**src/sv/bts_pkg.sv**
```systemverilog
// Shared types, constants and helper functions of the BM25 top-k scorer.
package bts_pkg;

  localparam int unsigned MaxKeepDef = 16;

  localparam int unsigned QueueDepth = 4;
  localparam int unsigned QPtrW      = $clog2(QueueDepth);

  localparam int unsigned DocW   = 31;
  localparam int unsigned TfW    = 16;
  localparam int unsigned DfW    = 24;
  localparam int unsigned DlW    = 20;
  localparam int unsigned ScoreW = 26;
  localparam int unsigned RankW  = 4;

  localparam int unsigned NW   = 24;
  localparam int unsigned AvgW = 28;
  localparam int unsigned TopW = 5;
  localparam int unsigned QtW  = 5;

  localparam int unsigned CfgIdxW  = 3;
  localparam int unsigned CfgDataW = 28;

  localparam logic [CfgIdxW-1:0] CfgTotalDocs  = 3'd0;
  localparam logic [CfgIdxW-1:0] CfgAvgLen     = 3'd1;
  localparam logic [CfgIdxW-1:0] CfgTopCount   = 3'd2;
  localparam logic [CfgIdxW-1:0] CfgConj       = 3'd3;
  localparam logic [CfgIdxW-1:0] CfgQueryTerms = 3'd4;

  localparam int unsigned InDataW  = 96;
  localparam int unsigned OutDataW = 64;

  // Datapath widths of the scoring arithmetic.
  localparam int unsigned TaW   = 44;
  localparam int unsigned NumW  = 49;
  localparam int unsigned DenW  = 48;
  localparam int unsigned TfcW  = 18;
  localparam int unsigned LogW  = 21;
  localparam int unsigned IdfW  = 21;
  localparam int unsigned TermW = 23;
  localparam int unsigned LogVW = 26;
  localparam int unsigned ExpW  = 5;
  localparam int unsigned FracW = 16;

  // ln 2 in Q0.32.
  localparam logic [31:0] Ln2Q32 = 32'hB17217F8;

  localparam logic [ScoreW-1:0] ScoreMax = '1;

  typedef enum logic {
    KindPosting = 1'b0,
    KindEnd     = 1'b1
  } bts_kind_e;

  typedef enum logic {
    CmdOffer = 1'b0,
    CmdEmit  = 1'b1
  } bts_cmd_e;

  typedef enum logic [2:0] {
    ScIdle,
    ScPrep,
    ScLogNorm,
    ScLogSquare,
    ScIdf,
    ScTerm,
    ScAcc,
    ScCmd
  } bts_sc_state_e;

  typedef enum logic [2:0] {
    TkIdle,
    TkScan,
    TkRepl,
    TkEmitScan,
    TkEmitOut,
    TkEmpty
  } bts_tk_state_e;

  typedef struct packed {
    bts_kind_e         kind;
    logic              last;
    logic [DocW-1:0]   doc;
    logic [TfW-1:0]    tf;
    logic [DfW-1:0]    df;
    logic [DlW-1:0]    dl;
  } bts_item_t;

  typedef struct packed {
    logic              valid;
    bts_cmd_e          op;
    logic [DocW-1:0]   doc;
    logic [ScoreW-1:0] score;
  } bts_cmd_t;

  // True when entry a comes before entry b in the ranking.
  function automatic logic ranks_before(logic [ScoreW-1:0] sa, logic [DocW-1:0] da,
                                        logic [ScoreW-1:0] sb, logic [DocW-1:0] db);
    return (sa > sb) || ((sa == sb) && (da < db));
  endfunction

endpackage

```
**src/sv/bts_front.sv**
```systemverilog
// Front end: accepts stream transactions, classifies them and queues them.
module bts_front (
  input  logic                          clk_i,
  input  logic                          rst_ni,
  input  logic                          s_axis_tvalid,
  output logic                          s_axis_tready,
  input  logic [bts_pkg::InDataW-1:0]   s_axis_tdata,
  input  logic                          s_axis_tlast,
  input  logic                          s_axis_tuser,
  input  logic [bts_pkg::NW-1:0]        total_docs_i,
  output bts_pkg::bts_item_t            item_o,
  output logic                          item_valid_o,
  input  logic                          item_ready_i
);

  bts_pkg::bts_item_t           q_mem_q [bts_pkg::QueueDepth];
  logic [bts_pkg::QPtrW-1:0]    wr_ptr_q, rd_ptr_q;
  logic [bts_pkg::QPtrW:0]      count_q;
  bts_pkg::bts_item_t           in_item;
  logic [bts_pkg::DfW-1:0]      df_raw;
  logic                         push, pop;

  assign df_raw = s_axis_tdata[70:47];

  // Document frequency is clipped to the collection size on the way in.
  always_comb begin
    in_item.kind = bts_pkg::bts_kind_e'(s_axis_tuser);
    in_item.last = s_axis_tlast;
    in_item.doc  = s_axis_tdata[30:0];
    in_item.tf   = s_axis_tdata[46:31];
    in_item.df   = (df_raw > total_docs_i) ? total_docs_i : df_raw;
    in_item.dl   = s_axis_tdata[90:71];
  end

  assign s_axis_tready = (count_q != (bts_pkg::QPtrW+1)'(bts_pkg::QueueDepth));
  assign item_valid_o  = (count_q != '0);
  assign item_o        = q_mem_q[rd_ptr_q];
  assign push          = s_axis_tvalid && s_axis_tready;
  assign pop           = item_valid_o && item_ready_i;

  always_ff @(posedge clk_i) begin
    if (push) begin
      q_mem_q[wr_ptr_q] <= in_item;
    end
  end

  always_ff @(posedge clk_i or negedge rst_ni) begin
    if (!rst_ni) begin
      wr_ptr_q <= '0;
      rd_ptr_q <= '0;
      count_q  <= '0;
    end else begin
      if (push) begin
        wr_ptr_q <= wr_ptr_q + 1'b1;
      end
      if (pop) begin
        rd_ptr_q <= rd_ptr_q + 1'b1;
      end
      if (push && !pop) begin
        count_q <= count_q + 1'b1;
      end else if (pop && !push) begin
        count_q <= count_q - 1'b1;
      end
    end
  end

endmodule

```
**config.mk**
```make
export PLATFORM = sky130hd
export DESIGN_NAME = bts_front
export DESIGN_NICKNAME = d
export VERILOG_FILES = /design/src/sv/bts_pkg.sv /design/src/sv/bts_front.sv
export SDC_FILE = /design/constraint.sdc
export NUM_CORES = 1
export LEC_CHECK = 0
export BUFFER_PORTS_ARGS = -buffer_cell sky130_fd_sc_hd__buf_2
export CAP_MARGIN = 40
export CORE_ASPECT_RATIO = 2
export CORE_MARGIN = 2
export CORE_UTILIZATION = 40
export DETAILED_ROUTE_END_ITERATION = 8
export GPL_TIMING_DRIVEN = 0
export PLACE_DENSITY_LB_ADDON = 0.2
export SYNTH_ARGS = -nofsm -noshare
export SYNTH_HDL_FRONTEND = slang
export SYNTH_SLANG_ARGS = --single-unit
```
**constraint.sdc**
```tcl
create_clock -name clk_i -period 5.3 [get_ports clk_i]
set_input_delay 0.265 -clock clk_i [delete_from_list [all_inputs] [get_ports clk_i]]
set_output_delay 0.265 -clock clk_i [all_outputs]
set_load 0.01 [all_outputs]
```
* Yosys cells after proc, flatten, opt, wreduce, memory -nomap -nowiden *
Memories as Yosys holds them, arrays and structs flattened.
Index checks and enable logic that the tools add are counted.

word-level totals
  register bits after elaboration = 7
  bits in writable memories = 372
  output and inout bits = 95
  logic and storage cells = 23
  memories = 1

memory list
  memory   depth  bits a word  read ports  clocked after Yosys merged registers in  write ports  line             RTL
  q_mem_q  4      93           1           0                                        1            bts_front.sv:16  bts_pkg::bts_item_t q_mem_q [bts_pkg::QueueDepth];

operators by class
  add/subtract/negate cells = 4
  $lt $le $gt $ge = 1
  equal/unequal tests = 1
  multiplexer cells = 5
  reduce and logical (&&, ||, !) cells = 8

operators by type and width
  operator                                           count
  greater-than comparator 24 bit                     1
  two-way mux 24 bit                                 1
  two-way mux 3 bit                                  2
  adder 2 x 1 -> 2 bit (second input constant)       2
  logical AND 1 bit                                  4
  adder 3 x 1 -> 3 bit (second input constant)       1
  != test 3 bit (second input constant)              1
  nonzero test 3 bit                                 1
  subtractor 3 x 1 -> 3 bit (second input constant)  1
  zero test 1 bit                                    2
  two-way mux 1 bit                                  2
  nonzero test 2 bit                                 1

* Depth between registers and ports, before layout *
Gate-level depths: netlist of the first run.

  word-level depth = 6
  gate-level depth with buffers = 9

* Worst setup path after synthesis of the first run *
OpenSTA, ideal clock, no wires.

  path kind = register -> register
  start = register count_q[0] (netlist bit)
  end = memory q_mem_q[0][0] (netlist bit), enable pin
  arrival time = 2.848 ns
  setup slack = 1.990 ns
  stages on the path, launching flop included = 4
  path buffers = 0
  period minus slack after synthesis = 3.310 ns
  cells stage by stage = dfrtp_1 nor2_1 nand2_1 and3_1

on the way
  longest elaborated chain between the ends = 4

ends and longest elaborated chain
  item                                     line             RTL
  start, declared                          bts_front.sv:18  logic [bts_pkg::QPtrW:0] count_q;
  start signal, assigned                   bts_front.sv:60  count_q <= count_q + 1'b1;
  start signal, assigned                   bts_front.sv:62  count_q <= count_q - 1'b1;
  != test 3 bit                            bts_front.sv:35  assign s_axis_tready = (count_q != (bts_pkg::QPtrW+1)'(bts_pkg::QueueDepth));
  net s_axis_tready                        bts_front.sv:6   output logic s_axis_tready,
  logical AND 1 bit                        bts_front.sv:38  assign push = s_axis_tvalid && s_axis_tready;
  two-way mux 1 bit                        bts_front.sv:42  if (push) begin
  two-way mux 1 bit (implied by the code)  bts_front.sv:43  q_mem_q[wr_ptr_q] <= in_item;
  end, declared                            bts_front.sv:16

The timed path passes the listed nets, and every way through them passes these cells.

==> results of run 1 <==
-- cells in the mapped netlist (5+ instances only) --
master,number
clkbuf_1,20
buf_1,5
nand2_1,55
buf_2,11
inv_1,28
a21oi_1,10
ha_1,29
dfrtp_1,7
a21boi_0,23
nand4_1,28
o211ai_2,20
mux4_2,93
o211ai_1,5
edfxtp_1,372
-- flip-flops by register name, indices dropped and copies added, names as in the netlist --
register  cells
rd_ptr_q      2
wr_ptr_q      2
count_q       3
q_mem_q     372
-- worst paths after layout --
| kind | startpoint | end | cells past startpoint |
|---|---|---|---|
| setup / recovery | rd_ptr_q[1]$_DFFE_PN0P_ | item_o[81] | 4 |
| hold reg to reg | count_q[2]$_DFFE_PN0P_ | count_q[2]$_DFFE_PN0P_ | 1 |
| min in group asynchronous | rst_ni | count_q[2]$_DFFE_PN0P_ | 2 |
| max in group asynchronous | rst_ni | count_q[0]$_DFFE_PN0P_ | 2 |
| hold / removal | item_ready_i | rd_ptr_q[1]$_DFFE_PN0P_ | 3 |
| setup reg to reg | count_q[0]$_DFFE_PN0P_ | count_q[2]$_DFFE_PN0P_ | 9 |
-- routing by layer --
metal | up-vias | global-route usage | wire length (µm)
li1 | 3725 | - | -
met1 | 4149 | 0.174 | 11500
met4 | 4 | 0.0544 | 848
met3 | 61 | 0.0386 | 1780
met5 | - | 0 | 24
met2 | 207 | 0.337 | 19200
-- stage by stage --
stage	instance area, µm²	hold WS (ns)	power, mW
final	18900	0.0369	9.52
after global routing	18900	0.0233	10.0
after CTS	18900	0.00188	9.74
after detailed placement	17200	0.118	7.27
after global placement	16900	0.117	7.22
after floorplan	15300	-0.0306	6.01
-- worst max-delay path: stages (launching register included) --
cell     delay, ns
dfrtp_1       0.38
buf_1         0.58
buf_1         0.63
mux4_2        0.43
buf_2         0.16
-- area by class of cell --
type	count	area [µm²]	area share
well taps	463	579	0.0306
flip-flops and latches	379	11300	0.599
clock inverters	19	151	0.00799
clock buffers	40	937	0.0495
plain buffers	39	183	0.00964
multi-input cells	299	3670	0.194
repair buffers	293	1970	0.104
inverters	28	105	0.00555
-- logic make-up (layout without fill, tap and decap cells) --
logic type	Yosys count	after routing	synth area share
flops	379	379	0.742
simple gates	101	101	0.0340
mux	94	94	0.138
compound gates	68	68	0.0386
buf+inv	67	419	0.0188
fa+ha+maj	30	30	0.0251
xor+xnor	6	6	0.00344
-- report_power, final --
part           internal, mW  leakage, nW  total, mW  switching (mW)
Clock                  1.37        0.539       2.41            1.04
Combinational          1.36         2.74       3.02            1.66
Sequential             3.97         3.49       4.10           0.126
==> impl_metrics.tcl, run 1 <==
set metrics [dict create \
    clock_path_buffers 3 \
    first_global_vias 9230 \
    gp_congestion 0.796 \
    post-route-period-util 0.557 \
    ctsHoldBuffers 70 \
    fin_crit_ns 2.95 \
    grt_antenna_before_repair 2 \
    cts.sinks 379 \
    synth_edf_count 372 \
    start_util 0.404 \
    yosys.area.top_type "edfxtp_1" \
    syn_inst 745 \
    rsz0062_at_grt "no" \
    cp_max_fo 10 \
    path_class "reg2out" \
    yosysSeqAreaShare 0.742 \
    ant_nets 0 \
    fp.dieW_um 142 \
    wl_um 33400 \
    async_flop_share 0.0185 \
    n_antenna_cell 0 \
    core-area_um2 37800 \
    cts_setup_buffers 0 \
    grtUsageTotal 0.171 \
    drtPass1Iterations 4 \
    wl_per_cell_um 21.4 \
    viasPerCell 5.22 \
    netlist_area_um2 15300 \
    cp-start-kind "flip-flop" \
    finalCoreUtilization 0.501 \
    grt_max_degree 51 \
    min_path_type "in2reg" \
    rrSetupSlack_ns 3.15 \
    port_buffers 215 \
    root_buffer "clkbuf_16" \
    final_common_cell "edfxtp_1" \
    drv_slew 0 \
    synth_nets 901 \
    status "finished clean" \
    grt_first_pass_wirelength_um 51500 \
    route.detailed.drc 0 \
    synth_top_area_share 0.731 \
    synth_flop_cell "edfxtp_1" \
    dp_cells 1431 \
    cts_tree "yes" \
    setup_viol 0 \
    instances_no_fill 1560 \
    nFillCells 3159 \
    fmax_mhz 339 \
    dp_hpwl_um 22500 \
    area_growth_pct 24.0 \
    endpoint_kind "primary output" \
    power_leakage_nw 6.77 \
    maxCapViolCount 0 \
    tightest_slew_ns 0.835 \
    synth_seq_cells 379 \
    cp.arrival_ns 2.69 \
    pin_count 221 \
    fp.dieH_um 280 \
    synth_cell_types 37 \
    slew_headroom 0.443 \
    setup_ws_ns 2.35 \
    dr_total_vias 8146 \
    layout-drive-gt1-share 0.372 \
    fin_setup_tns_ns 0 \
    num-nets-final 1230 \
    hold_violations 0 \
    cts_made_buffers 34 \
    peakVddDrop_mv 0.212 \
    mostFrequentLayoutCells "edfxtp_1 (372), buf_2 (226), mux4_2 (93)" \
    crit_required_ns 5.04 \
    ys_warn_count 0 \
    clock_skew_ns 0.0118 \
    htreeDepth 2 \
    power_density_nw_per_um2 503 \
    path_clk_slew_ns 0.06 \
    synth.avg_cell_area_um2 20.5 \
    cts_resized 0 \
    insertion_delay_ns 0.51 \
    die_area_um2 39900 \
    rows 101 \
    synthTopCellsByArea "edfxtp_1 (73%), mux4_2 (14%), ha_1 (2.4%)" \
    drt_iter0_drc 340 \
    gr-total-overflow 0 \
    dpl_worst_slack_ns 2.56 \
]
Note: power is estimated with default switching activity, not from simulation.
==> run 2: changes to the inputs <==
==> constraint.sdc (replaced) <==
create_clock -name clk_i -period 2.4 [get_ports clk_i]
set_input_delay 0.12 -clock clk_i [delete_from_list [all_inputs] [get_ports clk_i]]
set_output_delay 0.12 -clock clk_i [all_outputs]
set_load 0.01 [all_outputs]
==> impl_metrics.tcl, run 2 (synthesized netlist as in run 1, its figures left out) <==
set metrics [dict create \
    top_regs "q_mem_q: 372 flops, count_q: 3 flops" \
    setup_viol 0 \
    fmax_mhz 433 \
    area_growth_pct 27.6 \
    port_buffers 215 \
    peakVddDrop_mv 0.442 \
    met2_usage 0.340 \
    start_util 0.404 \
    cts_made_buffers 31 \
    viasPerCell 5.15 \
    insertion_delay_ns 0.57 \
    grt_first_pass_wirelength_um 51900 \
    clock_path_buffers 3 \
    final_common_cell "edfxtp_1" \
    fin_crit_ns 2.31 \
    min_path_type "in2reg" \
    first_global_vias 9177 \
    root_buffer "clkbuf_16" \
    grtUsageTotal 0.171 \
    dr_total_vias 8254 \
    instances_no_fill 1602 \
    mostFrequentLayoutCells "edfxtp_1 (372), buf_2 (218), dlygate4sd3_1 (112)" \
    ant_nets 0 \
    grt_max_degree 50 \
    post-route-period-util 0.962 \
    gr-total-overflow 0 \
    wl_per_cell_um 20.8 \
    gp_congestion 0.788 \
    clock_skew_ns 0.0129 \
    route.detailed.drc 0 \
    whs_ns 0.0330 \
    tightest_slew_ns 0.766 \
    cp-start-kind "input pin" \
    rrSetupSlack_ns 0.27 \
    status "finished clean" \
    drv_slew 0 \
    dp_cells 1431 \
    power_density_nw_per_um2 1090 \
    htreeDepth 1 \
    maxCapViolCount 0 \
    rows 101 \
    largest_register_ffs 372 \
    rsz0062_at_grt "yes" \
    wl_um 33300 \
    power_leakage_nw 7.01 \
    path_class "in2reg" \
    nFillCells 3054 \
    setup_ws_ns 0.0912 \
    fp.dieW_um 142 \
    endpoint_kind "flip-flop" \
    use_met1 0.179 \
    crit_required_ns 2.78 \
    finalCoreUtilization 0.516 \
    cts_tree "yes" \
    dpl_worst_slack_ns -0.170 \
    path_clk_slew_ns 0.07 \
    pin_count 221 \
    drtPass1Iterations 4 \
    fp.dieH_um 280 \
    cp.arrival_ns 2.68 \
    dp_hpwl_um 22100 \
    layout-drive-gt1-share 0.371 \
    top_register "q_mem_q" \
    cts.sinks 379 \
    die_area_um2 39900 \
    cp_max_fo 10 \
    drt_iter0_drc 285 \
    slew_headroom 0.489 \
    grt_antenna_before_repair 0 \
    grtUsageMet3 0.0321 \
    hold_violations 0 \
    n_antenna_cell 0 \
    grt-busiest-layer "met2" \
    num-nets-final 1271 \
    core-area_um2 37800 \
]
## run 2: cell types whose count changed in the layout (fill, tap and decap cells not counted), moves of 4 or more
cell | previous run | this run
buf_2 | 226 | 218
clkbuf_1 | 23 | 14
buf_4 | 0 | 4
clkbuf_4 | 0 | 10
dlygate4sd3_1 | 70 | 112
bufinv_16 | 2 | 6
clkinv_2 | 6 | 2
clkbuf_16 | 37 | 31
clkbuf_2 | 0 | 6
## run 2: report_power, final
group	leakage, nW	internal [mW]	total (mW)	switching, mW
clock	0.507	3.02	5.27	2.25
combinational	3.01	3.18	6.83	3.64
sequential	3.49	8.77	9.07	0.299
## run 2: layout make-up
| cell class | instances | area (µm²) | area share |
|---|---|---|---|
| flip-flops and latches | 379 | 11300 | 0.582 |
| multi-input cells | 299 | 3720 | 0.191 |
| repair buffers | 339 | 2420 | 0.124 |
| clock buffers | 38 | 802 | 0.0411 |
| well taps | 463 | 579 | 0.0297 |
| plain buffers | 37 | 267 | 0.0137 |
| clock inverters | 19 | 250 | 0.0128 |
| inverters | 28 | 105 | 0.00539 |
## run 2: worst max-delay path, stage by stage
cell and delay [ns]:
dlygate4sd3_1 0.54, buf_2 0.14, ha_1 0.29, nand4_1 0.20, nand4bb_4 0.30, a211o_4 0.33, and4_1 0.21, buf_6 0.13
buf_6 0.15, o211ai_2 0.26
## run 2: final timing paths
kind	start	to	depth (start not counted)
max	s_axis_tdata[68]	q_mem_q[1][39]$_DFFE_PP_	10
min	s_axis_tdata[70]	q_mem_q[3][43]$_DFFE_PP_	4
min reg2reg	count_q[2]$_DFFE_PN0P_	count_q[2]$_DFFE_PN0P_	1
max in group asynchronous	rst_ni	rd_ptr_q[0]$_DFFE_PN0P_	3
max reg2reg	count_q[0]$_DFFE_PN0P_	count_q[2]$_DFFE_PN0P_	8
min in group asynchronous	rst_ni	count_q[1]$_DFFE_PN0P_	3
## run 2: routing by layer
layer	wire length, µm	share of wire	vias to the layer above
met5	0	0	-
li1	-	-	3819
met4	629	0.019	0
met3	1670	0.050	38
met1	11700	0.35	4195
met2	19300	0.58	202
## run 2: metrics by stage
stage                     TNS [ns]  area (µm²)  total power, mW
final                            0       19500             21.2
after global placement     -324.72       16900             15.8
after CTS                 -0.00328       19400             21.6
after floorplan                  0       15300             13.2
after global routing        -0.293       19500             22.3
after detailed placement     -9.19       17200             16.0
## run 2: repair_timing
action,in CTS,in global routing
setup buffers,0,4
gates resized for setup,25,31
endpoints found under the hold margin,377,0
hold buffers,112,0
cloned,0,0
pin swaps,0,3
endpoints found under the setup margin,93,142
==> run 3: changes to the inputs <==
--- a/config.mk
+++ b/config.mk
@@ -9,7 +9,7 @@
 export CAP_MARGIN = 40
 export CORE_ASPECT_RATIO = 2
 export CORE_MARGIN = 2
-export CORE_UTILIZATION = 40
+export CORE_UTILIZATION = 49
 export DETAILED_ROUTE_END_ITERATION = 8
 export GPL_TIMING_DRIVEN = 0
 export PLACE_DENSITY_LB_ADDON = 0.2
==> constraint.sdc (replaced) <==
create_clock -name clk_i -period 1.9 [get_ports clk_i]
set_input_delay 0.095 -clock clk_i [delete_from_list [all_inputs] [get_ports clk_i]]
set_output_delay 0.095 -clock clk_i [all_outputs]
set_load 0.01 [all_outputs]
==> impl_metrics.tcl, run 3 (synthesized netlist as in run 1, its figures left out) <==
set metrics [dict create \
    status "finished, violations left" \
    violations "negative setup slack" \
    num-nets-final 1296 \
    fin_area_um2 20200 \
    power_density_nw_per_um2 1410 \
    drv_slew 0 \
    routed.top_layer "met4" \
    fp.dieW_um 129 \
    cp_max_fo 10 \
    hold_violations 0 \
    first_global_vias 9301 \
    drtPass1Iterations 4 \
    dr_total_vias 8570 \
    largest_register_ffs 372 \
    cts_made_buffers 30 \
    cp_top_family "multiplexers" \
    endpoint_kind "primary output" \
    power_leakage_nw 7.26 \
    rsz0062_at_grt "yes" \
    cts.sinks 379 \
    dpl_worst_slack_ns -0.572 \
    fmax_mhz 464 \
    dp_hpwl_um 21800 \
    wl_um 34200 \
    fp.dieH_um 254 \
    route.detailed.drc 0 \
    start_util 0.497 \
    setup_ws_ns -0.254 \
    crit_chain "buf_12, buf_12, mux4_2, buf_6" \
    post-route-period-util 1.13 \
    path_clk_slew_ns 0.07 \
    cp.arrival_ns 2.06 \
    instances_no_fill 1536 \
    slew_headroom 0.670 \
    crit_required_ns 1.80 \
    rr_startpoint "count_q[0]$_DFFE_PN0P_" \
    clock_skew_ns 0.00879 \
    path_class "reg2out" \
    layout-drive-gt1-share 0.396 \
    finalCoreUtilization 0.658 \
    n_antenna_cell 0 \
    cpPeakStageDelay_ns 0.55 \
    crit_buf_inv 3 \
    mostFrequentLayoutCells "edfxtp_1 (372), buf_2 (178), dlygate4sd3_1 (116)" \
    area_growth_pct 32.3 \
    wl_met1_um 11600 \
    dp_cells 1340 \
    die_area_um2 32700 \
    tightest_slew_ns 0.492 \
    pin_count 221 \
    min_path_type "in2reg" \
    htreeDepth 1 \
    whs_ns 0.0333 \
    rows 91 \
    root_buffer "clkbuf_16" \
    core-area_um2 30700 \
    drt_iter0_drc 431 \
    peakVddDrop_mv 0.759 \
    placed_area_um2 17100 \
    cp_slowest_cell "mux4_2" \
    fin_crit_ns 2.15 \
    gr-total-overflow 0 \
    maxCapViolCount 0 \
    port_buffers 215 \
    grt_max_degree 42 \
    power.total_mw 28.5 \
    top_regs "q_mem_q: 372 flops, count_q: 3 flops" \
    gp_congestion 0.835 \
    grt_antenna_before_repair 0 \
    setup_viol 97 \
    grt_first_pass_wirelength_um 50200 \
    insertion_delay_ns 0.56 \
    cp-startpoint "rd_ptr_q[0]$_DFFE_PN0P_" \
    fin_setup_tns_ns -18.65 \
    wl_per_cell_um 22.3 \
    cts_tree "yes" \
    clock_path_buffers 3 \
    grtUsageTotal 0.202 \
    top_register "q_mem_q" \
    ant_nets 0 \
    cp_common_cell "buf_12" \
    wl_met3_um 1500 \
    route.met2.wl_um 20100 \
    viasPerCell 5.58 \
    cp-start-kind "flip-flop" \
    final_common_cell "edfxtp_1" \
    holdCritStartpoint "total_docs_i[0]" \
]
-- run 3: cell types whose count changed in the layout (fill, tap and decap cells not counted), sizes merged --
cell / before / now
buf: 241 / 264
clkbuf: 61 / 51
clkinv: 10 / 17
dlygate4sd3: 112 / 116
and3: 4 / 6
inv: 30 / 28
clkinvlp: 1 / 2
-- run 3: where the power goes --
group | leakage (nW) | switching (mW) | total (mW) | internal [mW]
clock network | 0.515 | 2.84 | 6.61 | 3.78
registers | 3.49 | 0.395 | 11.5 | 11.1
logic | 3.26 | 5.00 | 10.4 | 5.44
total | 7.26 | 8.23 | 28.5 | 20.3
-- run 3: metal layers --
| layer | GRT usage | vias to the layer above |
|---|---|---|
| met1 | 0.208 | 4396 |
| met5 | 0 | - |
| met3 | 0.0324 | 65 |
| li1 | - | 3869 |
| met2 | 0.404 | 240 |
| met4 | 0.0618 | 0 |
-- run 3: worst paths after layout --
kind	slack (ns)	end	cells past startpoint
max	-0.25	item_o[76]	4
min	0.03	q_mem_q[1][20]$_DFFE_PP_	3
max reg2reg	0.03	count_q[1]$_DFFE_PN0P_	7
min reg2reg	0.51	count_q[2]$_DFFE_PN0P_	1
max in group asynchronous	1.09	count_q[0]$_DFFE_PN0P_	3
min in group asynchronous	0.54	rd_ptr_q[1]$_DFFE_PN0P_	3
-- run 3: cell type report --
class	count	area (µm²)
timing repair buffer	364	2970
sequential	379	11300
clock buffer	31	776
multi-input combinational	301	3930
inverter	28	105
buffer	36	352
tap	372	465
clock inverter	25	274
fill	2080	10500
-- run 3: worst min-delay path: stages --
cell and delay [ns]:
buf_2 0.11, nand2_1 0.06, o211ai_1 0.14
-- run 3: timing repair --
item | in CTS | in global routing
endpoints found under the setup margin | 131 | 278
buffers inserted | 11 | 11
cloned | 1 | 5
hold buffers | 116 | 0
hold endpoints to repair | 384 | 0
resized for setup | 87 | 81
pin swaps | 4 | 22
